`src/rtl/core/gfrse_pkg.sv`:
```
// ----------------------------------------------------------------------------
// gfrse_pkg
// Types, constants and a helper function shared by the symbol engine files.
// ----------------------------------------------------------------------------
`default_nettype none

package gfrse_pkg;

  localparam int SymW        = 16;
  localparam int NumCells    = 16;
  localparam int NarrowCells = 8;
  localparam int FuncW       = 3;
  localparam int CfgIdxW     = 2;

  localparam logic [15:0] Red16 = 16'h002D;
  localparam logic [7:0]  Red8  = 8'h1D;

  localparam logic [CfgIdxW-1:0] CfgFieldMode  = 2'd0;
  localparam logic [CfgIdxW-1:0] CfgCoefFirst  = 2'd1;
  localparam logic [CfgIdxW-1:0] CfgCoefSecond = 2'd2;

  typedef enum logic [FuncW-1:0] {
    FuncMac     = 3'd0,
    FuncDualMac = 3'd1,
    FuncMul     = 3'd2,
    FuncXor     = 3'd3,
    FuncBfly    = 3'd4,
    FuncInvBfly = 3'd5
  } func_e;

  typedef struct packed {
    func_e            func;
    logic [SymW-1:0]  src;
    logic [SymW-1:0]  dst;
    logic [SymW-1:0]  dst2;
    logic             last;
    logic [SymW-1:0]  mcand;
    logic [SymW-1:0]  acc1;
    logic [SymW-1:0]  acc2;
  } beat_t;

  // multiply by x in the selected field
  function automatic logic [SymW-1:0] gf_xtime(input logic [SymW-1:0] a, input logic wide);
    logic [SymW-1:0] r;
    if (wide) begin
      r = {a[14:0], 1'b0} ^ (a[15] ? Red16 : 16'h0000);
    end else begin
      r = {8'h00, {a[6:0], 1'b0} ^ (a[7] ? Red8 : 8'h00)};
    end
    return r;
  endfunction

endpackage

`default_nettype wire

```
`src/rtl/core/gfrse_if.sv`:
```
// ----------------------------------------------------------------------------
// gfrse_in_if / gfrse_out_if
// Valid/ready channels carrying symbol beats into and results out of the engine.
// ----------------------------------------------------------------------------
`default_nettype none

interface gfrse_in_if;
  import gfrse_pkg::*;
  logic                valid;
  logic                ready;
  logic [FuncW-1:0]    func;
  logic [SymW-1:0]     sym_src;
  logic [SymW-1:0]     sym_dst;
  logic [SymW-1:0]     sym_dst_two;
  logic                last_in;

  modport source (output valid, func, sym_src, sym_dst, sym_dst_two, last_in, input ready);
  modport sink   (input valid, func, sym_src, sym_dst, sym_dst_two, last_in, output ready);
endinterface

interface gfrse_out_if;
  import gfrse_pkg::*;
  logic                valid;
  logic                ready;
  logic [SymW-1:0]     res_first;
  logic [SymW-1:0]     res_second;
  logic                last_out;

  modport source (output valid, res_first, res_second, last_out, input ready);
  modport sink   (input valid, res_first, res_second, last_out, output ready);
endinterface

`default_nettype wire

```
`src/rtl/core/gfrse_cell.sv`:
```
// ----------------------------------------------------------------------------
// gfrse_cell
// One shift-and-add step: folds one coefficient bit into both accumulators,
// advances the multiplicand by x and hands the beat to the next cell.
// ----------------------------------------------------------------------------
`default_nettype none

module gfrse_cell (
  input  wire logic           clk_i,
  input  wire logic           rst_ni,
  input  wire logic           wide_i,
  input  wire logic           c1_bit_i,
  input  wire logic           c2_bit_i,
  input  wire logic           valid_i,
  input  gfrse_pkg::beat_t    beat_i,
  output logic                ready_o,
  output logic                valid_o,
  output gfrse_pkg::beat_t    beat_o,
  input  wire logic           ready_i
);
  import gfrse_pkg::*;

  logic  valid_q;
  beat_t beat_q, beat_d;

  assign ready_o = !valid_q || ready_i;
  assign valid_o = valid_q;
  assign beat_o  = beat_q;

  always_comb begin
    beat_d       = beat_i;
    beat_d.acc1  = beat_i.acc1 ^ (c1_bit_i ? beat_i.mcand : '0);
    beat_d.acc2  = beat_i.acc2 ^ (c2_bit_i ? beat_i.mcand : '0);
    beat_d.mcand = gf_xtime(beat_i.mcand, wide_i);
  end

  always_ff @(posedge clk_i or negedge rst_ni) begin
    if (!rst_ni) begin
      valid_q <= 1'b0;
    end else if (ready_o) begin
      valid_q <= valid_i;
    end
  end

  always_ff @(posedge clk_i) begin
    if (ready_o && valid_i) begin
      beat_q <= beat_d;
    end
  end

endmodule

`default_nettype wire

```
`src/rtl/core/gfrse_out.sv`:
```
// ----------------------------------------------------------------------------
// gfrse_out
// Result stage: combines the finished products with the symbols per
// function code and holds the result beat until it is taken.
// ----------------------------------------------------------------------------
`default_nettype none

module gfrse_out (
  input  wire logic                      clk_i,
  input  wire logic                      rst_ni,
  input  wire logic                      valid_i,
  input  gfrse_pkg::beat_t               beat_i,
  output logic                           ready_o,
  output logic                           valid_o,
  output logic [gfrse_pkg::SymW-1:0]     res_first_o,
  output logic [gfrse_pkg::SymW-1:0]     res_second_o,
  output logic                           last_o,
  input  wire logic                      ready_i
);
  import gfrse_pkg::*;

  logic            valid_q;
  logic [SymW-1:0] r1_q, r1_d;
  logic [SymW-1:0] r2_q, r2_d;
  logic            last_q;

  assign ready_o      = !valid_q || ready_i;
  assign valid_o      = valid_q;
  assign res_first_o  = r1_q;
  assign res_second_o = r2_q;
  assign last_o       = last_q;

  always_comb begin
    r1_d = '0;
    r2_d = '0;
    case (beat_i.func)
      FuncMac: begin
        r1_d = beat_i.dst ^ beat_i.acc1;
      end
      FuncDualMac: begin
        r1_d = beat_i.dst ^ beat_i.acc1;
        r2_d = beat_i.dst2 ^ beat_i.acc2;
      end
      FuncMul: begin
        r1_d = beat_i.acc1;
      end
      FuncXor: begin
        r1_d = beat_i.src ^ beat_i.dst;
      end
      FuncBfly: begin
        r1_d = beat_i.src ^ beat_i.acc1;
        r2_d = beat_i.dst ^ beat_i.src ^ beat_i.acc1;
      end
      FuncInvBfly: begin
        r1_d = beat_i.src ^ beat_i.acc1;
        r2_d = beat_i.dst ^ beat_i.src;
      end
      default: begin
        r1_d = '0;
        r2_d = '0;
      end
    endcase
  end

  always_ff @(posedge clk_i or negedge rst_ni) begin
    if (!rst_ni) begin
      valid_q <= 1'b0;
    end else if (ready_o) begin
      valid_q <= valid_i;
    end
  end

  always_ff @(posedge clk_i) begin
    if (ready_o && valid_i) begin
      r1_q   <= r1_d;
      r2_q   <= r2_d;
      last_q <= beat_i.last;
    end
  end

endmodule

`default_nettype wire

```
`src/rtl/core/gf_region_symbol_engine.sv`:
```
// ----------------------------------------------------------------------------
// gf_region_symbol_engine
// Galois-field region symbol engine for GF(2^8) and GF(2^16).
// ----------------------------------------------------------------------------
// One symbol beat enters per cycle unless the output stalls. The products
// come from a row of 16 multiplier cells, one per coefficient
// bit, each a register stage, followed by a registered result stage. Every
// stage has its own handshake, so bubbles close up and the input keeps
// taking beats while a finished result waits at the output. The field mode
// and coefficients must only be written while no beats are in flight.
`default_nettype none

module gf_region_symbol_engine (
  input  wire logic                          clk_i,
  input  wire logic                          rst_ni,
  input  wire logic                          cfg_we_i,
  input  wire logic [gfrse_pkg::CfgIdxW-1:0] cfg_idx_i,
  input  wire logic [gfrse_pkg::SymW-1:0]    cfg_data_i,
  gfrse_in_if.sink                           in_ch,
  gfrse_out_if.source                        out_ch
);
  import gfrse_pkg::*;

  logic            field_mode_q;
  logic [SymW-1:0] coef_first_q;
  logic [SymW-1:0] coef_second_q;

  always_ff @(posedge clk_i or negedge rst_ni) begin
    if (!rst_ni) begin
      field_mode_q  <= 1'b0;
      coef_first_q  <= '0;
      coef_second_q <= '0;
    end else if (cfg_we_i) begin
      case (cfg_idx_i)
        CfgFieldMode:  field_mode_q  <= cfg_data_i[0];
        CfgCoefFirst:  coef_first_q  <= cfg_data_i;
        CfgCoefSecond: coef_second_q <= cfg_data_i;
        default:       ;
      endcase
    end
  end

  logic [SymW-1:0] sym_mask;
  logic [SymW-1:0] src_m, dst_m, dst2_m;
  beat_t           entry;

  assign sym_mask = field_mode_q ? 16'hFFFF : 16'h00FF;
  assign src_m    = in_ch.sym_src & sym_mask;
  assign dst_m    = in_ch.sym_dst & sym_mask;
  assign dst2_m   = in_ch.sym_dst_two & sym_mask;

  always_comb begin
    entry.func  = func_e'(in_ch.func);
    entry.src   = src_m;
    entry.dst   = dst_m;
    entry.dst2  = dst2_m;
    entry.last  = in_ch.last_in;
    entry.acc1  = '0;
    entry.acc2  = '0;
    case (func_e'(in_ch.func))
      FuncBfly:    entry.mcand = dst_m;
      FuncInvBfly: entry.mcand = src_m ^ dst_m;
      default:     entry.mcand = src_m;
    endcase
  end

  logic  valid_s [NumCells+1];
  logic  rdy_s   [NumCells+1];
  beat_t beat_s  [NumCells+1];

  assign valid_s[0]  = in_ch.valid;
  assign beat_s[0]   = entry;
  assign in_ch.ready = rdy_s[0];

  for (genvar k = 0; k < NumCells; k++) begin : g_cell
    localparam logic InNarrow = (k < NarrowCells);
    logic bit_en;
    assign bit_en = field_mode_q | InNarrow;

    gfrse_cell u_cell (
      .clk_i    (clk_i),
      .rst_ni   (rst_ni),
      .wide_i   (field_mode_q),
      .c1_bit_i (coef_first_q[k] & bit_en),
      .c2_bit_i (coef_second_q[k] & bit_en),
      .valid_i  (valid_s[k]),
      .beat_i   (beat_s[k]),
      .ready_o  (rdy_s[k]),
      .valid_o  (valid_s[k+1]),
      .beat_o   (beat_s[k+1]),
      .ready_i  (rdy_s[k+1])
    );
  end

  gfrse_out u_out (
    .clk_i        (clk_i),
    .rst_ni       (rst_ni),
    .valid_i      (valid_s[NumCells]),
    .beat_i       (beat_s[NumCells]),
    .ready_o      (rdy_s[NumCells]),
    .valid_o      (out_ch.valid),
    .res_first_o  (out_ch.res_first),
    .res_second_o (out_ch.res_second),
    .last_o       (out_ch.last_out),
    .ready_i      (out_ch.ready)
  );

endmodule

`default_nettype wire

```
`src/flat_wrapper.sv`:
```
// flat-port wrapper written by rule: the top's interface ports become plain ports
module gf_region_symbol_engine_flat import gfrse_pkg::*;
  (clk_i, rst_ni, cfg_we_i, cfg_idx_i, cfg_data_i, in_ch_valid, in_ch_func, in_ch_sym_src, in_ch_sym_dst, in_ch_sym_dst_two, in_ch_last_in, in_ch_ready, out_ch_valid, out_ch_res_first, out_ch_res_second, out_ch_last_out, out_ch_ready);
  gfrse_in_if in_ch_i ();
  gfrse_out_if out_ch_i ();
  input  wire logic clk_i;
  input  wire logic rst_ni;
  input  wire logic cfg_we_i;
  input  wire logic [gfrse_pkg::CfgIdxW-1:0] cfg_idx_i;
  input  wire logic [gfrse_pkg::SymW-1:0] cfg_data_i;
  input wire logic [$bits(in_ch_i.valid)-1:0] in_ch_valid;
  input wire logic [$bits(in_ch_i.func)-1:0] in_ch_func;
  input wire logic [$bits(in_ch_i.sym_src)-1:0] in_ch_sym_src;
  input wire logic [$bits(in_ch_i.sym_dst)-1:0] in_ch_sym_dst;
  input wire logic [$bits(in_ch_i.sym_dst_two)-1:0] in_ch_sym_dst_two;
  input wire logic [$bits(in_ch_i.last_in)-1:0] in_ch_last_in;
  output wire logic [$bits(in_ch_i.ready)-1:0] in_ch_ready;
  output wire logic [$bits(out_ch_i.valid)-1:0] out_ch_valid;
  output wire logic [$bits(out_ch_i.res_first)-1:0] out_ch_res_first;
  output wire logic [$bits(out_ch_i.res_second)-1:0] out_ch_res_second;
  output wire logic [$bits(out_ch_i.last_out)-1:0] out_ch_last_out;
  input wire logic [$bits(out_ch_i.ready)-1:0] out_ch_ready;
  assign in_ch_i.valid = in_ch_valid;
  assign in_ch_i.func = in_ch_func;
  assign in_ch_i.sym_src = in_ch_sym_src;
  assign in_ch_i.sym_dst = in_ch_sym_dst;
  assign in_ch_i.sym_dst_two = in_ch_sym_dst_two;
  assign in_ch_i.last_in = in_ch_last_in;
  assign in_ch_ready = in_ch_i.ready;
  assign out_ch_valid = out_ch_i.valid;
  assign out_ch_res_first = out_ch_i.res_first;
  assign out_ch_res_second = out_ch_i.res_second;
  assign out_ch_last_out = out_ch_i.last_out;
  assign out_ch_i.ready = out_ch_ready;
  gf_region_symbol_engine u_core (.clk_i(clk_i), .rst_ni(rst_ni), .cfg_we_i(cfg_we_i), .cfg_idx_i(cfg_idx_i), .cfg_data_i(cfg_data_i), .in_ch(in_ch_i), .out_ch(out_ch_i));
endmodule
```
`config.mk`:
```
export PLATFORM = sky130hd
export DESIGN_NAME = gf_region_symbol_engine_flat
export DESIGN_NICKNAME = d
export VERILOG_FILES = /design/src/rtl/core/gfrse_pkg.sv /design/src/rtl/core/gfrse_if.sv /design/src/rtl/core/gfrse_cell.sv /design/src/rtl/core/gfrse_out.sv /design/src/rtl/core/gf_region_symbol_engine.sv /design/src/flat_wrapper.sv
export SDC_FILE = /design/constraint.sdc
export NUM_CORES = 2
export LEC_CHECK = 0
export BUFFER_PORTS_ARGS = -buffer_cell sky130_fd_sc_hd__buf_2
export CAP_MARGIN = 0
export CORE_ASPECT_RATIO = 0.6
export CORE_MARGIN = 8
export CORE_UTILIZATION = 40
export CTS_BUF_LIST = sky130_fd_sc_hd__clkbuf_8 sky130_fd_sc_hd__clkbuf_16
export DETAILED_ROUTE_END_ITERATION = 16
export PLACE_DENSITY = 0.54
export SYNTH_ARGS = -nofsm -noshare
export SYNTH_HDL_FRONTEND = slang
export SYNTH_SLANG_ARGS = --single-unit
```
`constraint.sdc`:
```
create_clock -name clk_i -period 20 [get_ports clk_i]
set_clock_uncertainty 0.1 [all_clocks]
set_input_delay 6 -clock clk_i [delete_from_list [all_inputs] [get_ports clk_i]]
set_output_delay 6 -clock clk_i [all_outputs]
set_load 0.005 [all_outputs]
```
Yosys cells after proc, flatten, opt, wreduce, memory -nomap -nowiden
Cells that the tools add are included.
Word-level totals
  logic and storage cells: 396
  input bits: 75
  memory bits (read-only): 0
  memory bits (writable): 0
  output and inout bits: 35
  bits in registers: 1667
  memories: 0
  latch bits: 0
Cells by class
  shift operators: 0
  muxes and demuxes: 79
  $add $sub $neg: 0
  multipliers: 0
  eq/ne operators: 9
  order comparisons: 0
  divide/modulo/power cells: 0
  reductions and logical operators: 58
  bitwise logic cells: 85
Operators with widths (count)
  $xor 16x16->16: 36
  $mux 16: 31
  $xor 16x6->16: 15
  $mux 8: 15
  $xor 8x5->8: 15
  $mux 6: 15
  $mux 5: 15
  $pmux 16 s4: 1
  $and 16x16->16: 3
  $pmux 16 s3: 1
  $pmux 16 s2: 1
  $logic_and 1x1->1: 17
  $logic_not 1->1: 17
  $logic_or 1x1->1: 17
  $and 1x1->1: 16
  $eq 3x3->1 const B: 4
  $eq 3x2->1 const B: 2
  $reduce_and 2->1: 3
  $reduce_or 2->1: 2
  $eq 3x1->1 const B: 1
  $logic_not 3->1: 1
  $eq 2x1->1 const B: 1
  $eq 2x2->1 const B: 1
  $logic_not 2->1: 1

Depth between registers and ports, before layout
  depth after elaboration: 19
  gate-level depth with buffers: 7
  mapped depth without buffers: 5

Hierarchy
Synthesis repeated with hierarchy kept, for this count alone.
Second synthesis, totals
  cells, all modules: 3413
  area total of the unflattened synthesis: 62045.8 sq um
By module, submodules not included
  gfrse_cell: instances 16, cells an instance 189, area each 3602.2 sq um
  gfrse_out: instances 1, cells an instance 214, area each 2408.6 sq um
  gf_region_symbol_engine: instances 1, cells an instance 175, area each 2001.9 sq um

Worst setup path after synthesis
Ideal clock, no wire load.
  path kind: input-to-reg
  from: in out_ch_ready
  to: reg u_core.g_cell[6].u_cell.beat_q, in the netlist u_core.g_cell[6].u_cell.beat_o[0], enable pin
  cell stages on the path: 4
  setup slack: 5482 ps
  path buffers: 0
  data arrival time: 13706 ps
  cell sequence: nand4b_2 > nor3_1 > and3_1 > a21boi_0
Between the ends
  cells in the longest elaborated chain, start to end: 12
Ends and longest elaborated chain
  start, declared: line flat_wrapper.sv:22  | input wire logic [$bits(out_ch_i.ready)-1:0] out_ch_ready;
  $logic_or 1x1->1: line gfrse_out.sv:27  | assign ready_o = !valid_q || ready_i;
  $logic_or 1x1->1 (10 in a row): line gfrse_cell.sv:26  | assign ready_o = !valid_q || ready_i;
  $logic_and 1x1->1: line gfrse_cell.sv:46  | if (ready_o && valid_i) begin
  end signal, assigned: line gfrse_cell.sv:47  | beat_q <= beat_d;
  end, declared: line gfrse_cell.sv:24  | beat_t beat_q, beat_d;
Every way passes these cells.
A chain may end at the register's enable or synchronous reset.

Worst setup path in the final report
  from: in out_ch_ready
  to: out in_ch_ready
Between the ends
  cells in the longest elaborated chain, start to end: 17
Ends and longest elaborated chain
  $logic_or 1x1->1: line gfrse_out.sv:27
  $logic_or 1x1->1 (16 in a row): line gfrse_cell.sv:26
  end, declared: line flat_wrapper.sv:17  | output wire logic [$bits(in_ch_i.ready)-1:0] in_ch_ready;
Every way passes these cells.

==> flow_summary.ini <==
[setup_path]
data_arrival_critical_path_ns = 7.68
r2r_start = u_core.g_cell[11].u_cell.valid_o
cp.required_ns = 13.90
critical_path.max_fanout = 6
critical_path.most_common_cell = sky130_fd_sc_hd__buf_2
cp_slowest_cell = sky130_fd_sc_hd__nor4_1
path_cells = buf_2 > nand4b_2 > nor4_1 > and4_1 > and3_1 > inv_1 > buf_2
setup.worst_path.end_class = output pin
start_kind = primary input
criticalPathCategory = in -> out
slowest_delay_ns = 0.45
critical_path.startpoint = out_ch_ready

[timing]
postLayoutSetupSlackWorst_ns = 6.215
slew_violations = 0
timing.fmax_mhz = 72.55
min_period_over_period_pct = 68.92
timing.final.crit_period_ns = 13.78
timing.final.setup_violations = 0
grt_setup_unrepaired = false
timing_hold_violations_final = 0
holdWs_ns = 0.3015
worstMarginPinSlew_ns = 1.204
slew-limit-headroom_pct = 19.57
totalNegativeSetupSlack_ns = 0

[clock_tree]
numCtsBuffers = 149
worst_skew_pair.late_latency_ns = 0.75
clk_transition_reported_paths_ns = 0.06
cts-root-to-sink-buffers = 3
cts.repair_timing.setup_buffer_count = 0
cts.repair.resized = 0
cts-htree-levels = 4
hold_buffers = 0
numClockSinks = 1667
clk_root_buffer_cell = sky130_fd_sc_hd__clkbuf_16
tritoncts_clock_tree = done

[global_routing]
wire_length_of_the_first_global_routing_pass_mm = 170.1
grt_pass1_vias = 26960
grt_max_degree = 156
global_route.overflow_total = 0
initial_antenna_violation_count = 11
grt_use_total_pct = 13.55

[final_layout]
layout-area-overhead-vs-synth_pct = 12.73
number_of_nets_at_the_end_of_the_flow = 3722
fin_cells = 5807
post_route_utilization_pct = 45.18
final_layout_size_suffix_gt1_share_pct = 10.67
post_layout_inst_area_um2 = 68590

[synth]
synth.cells.most_frequent = sky130_fd_sc_hd__edfxtp_1 (1617), sky130_fd_sc_hd__xnor2_1 (573), sky130_fd_sc_hd__nand2_1 (527), sky130_fd_sc_hd__and2_1 (178), sky130_fd_sc_hd__clkbuf_1 (61)
syn_avg_cell_area_um2 = 17.66
post_synth_num_cell_types = 41
ys.flop_type = sky130_fd_sc_hd__edfxtp_1
syn-cell-area_um2 = 60840
synth.top_cell.area_share_pct = 79.81
synth.area.top_cells = sky130_fd_sc_hd__edfxtp_1 (80%), sky130_fd_sc_hd__xnor2_1 (8.2%), sky130_fd_sc_hd__nand2_1 (3.3%)
seq_area_frac_synth_pct = 81.87
synth_edf_count = 1617
post_synthesis_cell_type_with_the_largest_combined_area = sky130_fd_sc_hd__edfxtp_1
post-synth-top-count-cell = sky130_fd_sc_hd__edfxtp_1
synth_async_sr_flop_share_pct = 2.999
yosys_register_bits = 1667
ys.warnings.count = 0
synthesis.nets = 3521
post_synth_inst_count = 3446

[floorplan]
boundaryPins = 110
standard_cell_rows = 111
die_area_um2 = 165200
placeableCoreArea_um2 = 151800
floorplan.die.height_um = 318.1
initial_utilization_pct = 40.08
dieWidth_um = 519.5

[drt]
detailedRoute.firstIterationViolations = 2455
post_drt_via_cell_ratio = 4.648
detail_route.wirelength_mm = 113.2
detailedRoute.firstPassIterationCount = 5
drcViolationCount = 0
wl_per_cell_um = 19.50
route.vias.total = 26990
antenna_left = 0

[placed_design]
placement.cell_area_um2 = 63920
half_perimeter_wire_length_of_the_detailed_placement_result_mm = 76.32
placement.setup.worst_slack_ns = 6.155
placed_cells = 5530
place.gp.congestion = 0.7541
port_buffers = 109

[power_and_ir_drop]
p_leak_nw = 23.31
seqPwrFrac_pct = 56.8
irDropWorstVdd_mv = 0.08639
clock_power_share_pct = 30.7
power.switching_fraction_pct = 25.36
cellInternalPower_mw = 6.660
report.power.total_mw = 8.922
power_switching_mw = 2.262
pwr_density_cell_nw_per_um2 = 130.1
power.share.combinational_pct = 12.4

[status]
status = finished, final reports clean

[job]
timing.max_cap.violations = 0

[min_path]
timing.hold.worst.class = reg -> reg
holdCritStartpoint = u_core.g_cell[8].u_cell.beat_o[61]
flip-flops by register name, indices dropped and copies added (netlist names):
signal / flops
u_core.coef_first_q: 16
u_core.coef_second_q: 16
u_core.field_mode_q: 1
u_core.g_cell.u_cell.beat_o: 1584
u_core.g_cell.u_cell.valid_o: 16
u_core.u_out.last_o: 1
u_core.u_out.res_first_o: 16
u_core.u_out.res_second_o: 16
u_core.u_out.valid_o: 1
worst max-delay path: cells and delay by family:
| kind | cells | cell delay, ns |
|---|---|---|
| and+or+nand+nor | 4 | 1.35 |
| buffers and inverters | 3 | 0.34 |
placed cells by master, fill, tap and decap left out, drive strengths merged, types with 23 or more instances in the layout:
cell and instances:
a21oi 30, and2 192, buf 143, clkbuf 156
clkinv 62, dfrtp 50, edfxtp 1617, inv 76
mux2 33, nand2 527, nand2b 23, nand3 28
nor2 45, nor2b 23, o21ai 59, o22ai 32
xnor2 573, xor2 32
cells by family (layout without fill, tap and decap cells):
kind of cell | Yosys count | count (layout) | synth area share (%)
other | 0 | 5 | 0
AO/OA/AOI/OAI | 154 | 154 | 1.501
buffers and inverters | 127 | 449 | 0.8473
AND/OR/NAND/NOR | 859 | 859 | 6.449
flip-flops | 1667 | 1667 | 81.87
XOR/XNOR | 605 | 605 | 8.709
multiplexers | 34 | 34 | 0.6272
power by group through the flow:
stage	registers, mW	logic [mW]	clock network [mW]
final	5.07	1.11	2.74
after global routing	5.14	1.23	2.97
after CTS	5.08	1.13	2.84
after detailed placement	5.15	1.13	0
after global placement	5.13	1.11	0
after floorplan	5.03	0.809	0
final cells by class:
cell class / instances / area (µm²)
well taps: 2034 / 2545
inverters: 34 / 127.6
clock buffers: 156 / 3847
diodes: 5 / 12.51
fillers: 13080 / 83210
clock inverters: 116 / 803.3
repair buffers: 143 / 815.8
flip-flops and latches: 1667 / 49810
multi-input cells: 1652 / 10620
metal layers:
metal  GRT usage (%)  vias to the layer above  routed length (µm)  share of wire [%]
met5               0                        -                   0                  0
met4           4.042                        0                2543                2.2
met3           3.074                      161                6623                5.8
met2           18.13                      570               44390                 39
met1           21.69                    13470               59670                 53
li1                -                    12790                   -                  -
path summary, 6_finish.rpt:
check,slack [ns],end,depth (start not counted)
setup / recovery,6.22,in_ch_ready,7
hold / removal,0.30,u_core.g_cell[9].u_cell.beat_o[61],0
setup reg to reg,16.65,u_core.g_cell[0].u_cell.beat_o[92],7
hold reg to reg,0.30,u_core.g_cell[9].u_cell.beat_o[61],0
max in group asynchronous,13.80,u_core.field_mode_q,1
min in group asynchronous,5.23,u_core.g_cell[10].u_cell.valid_o,1
Note: power is estimated with default switching activity, not from simulation.
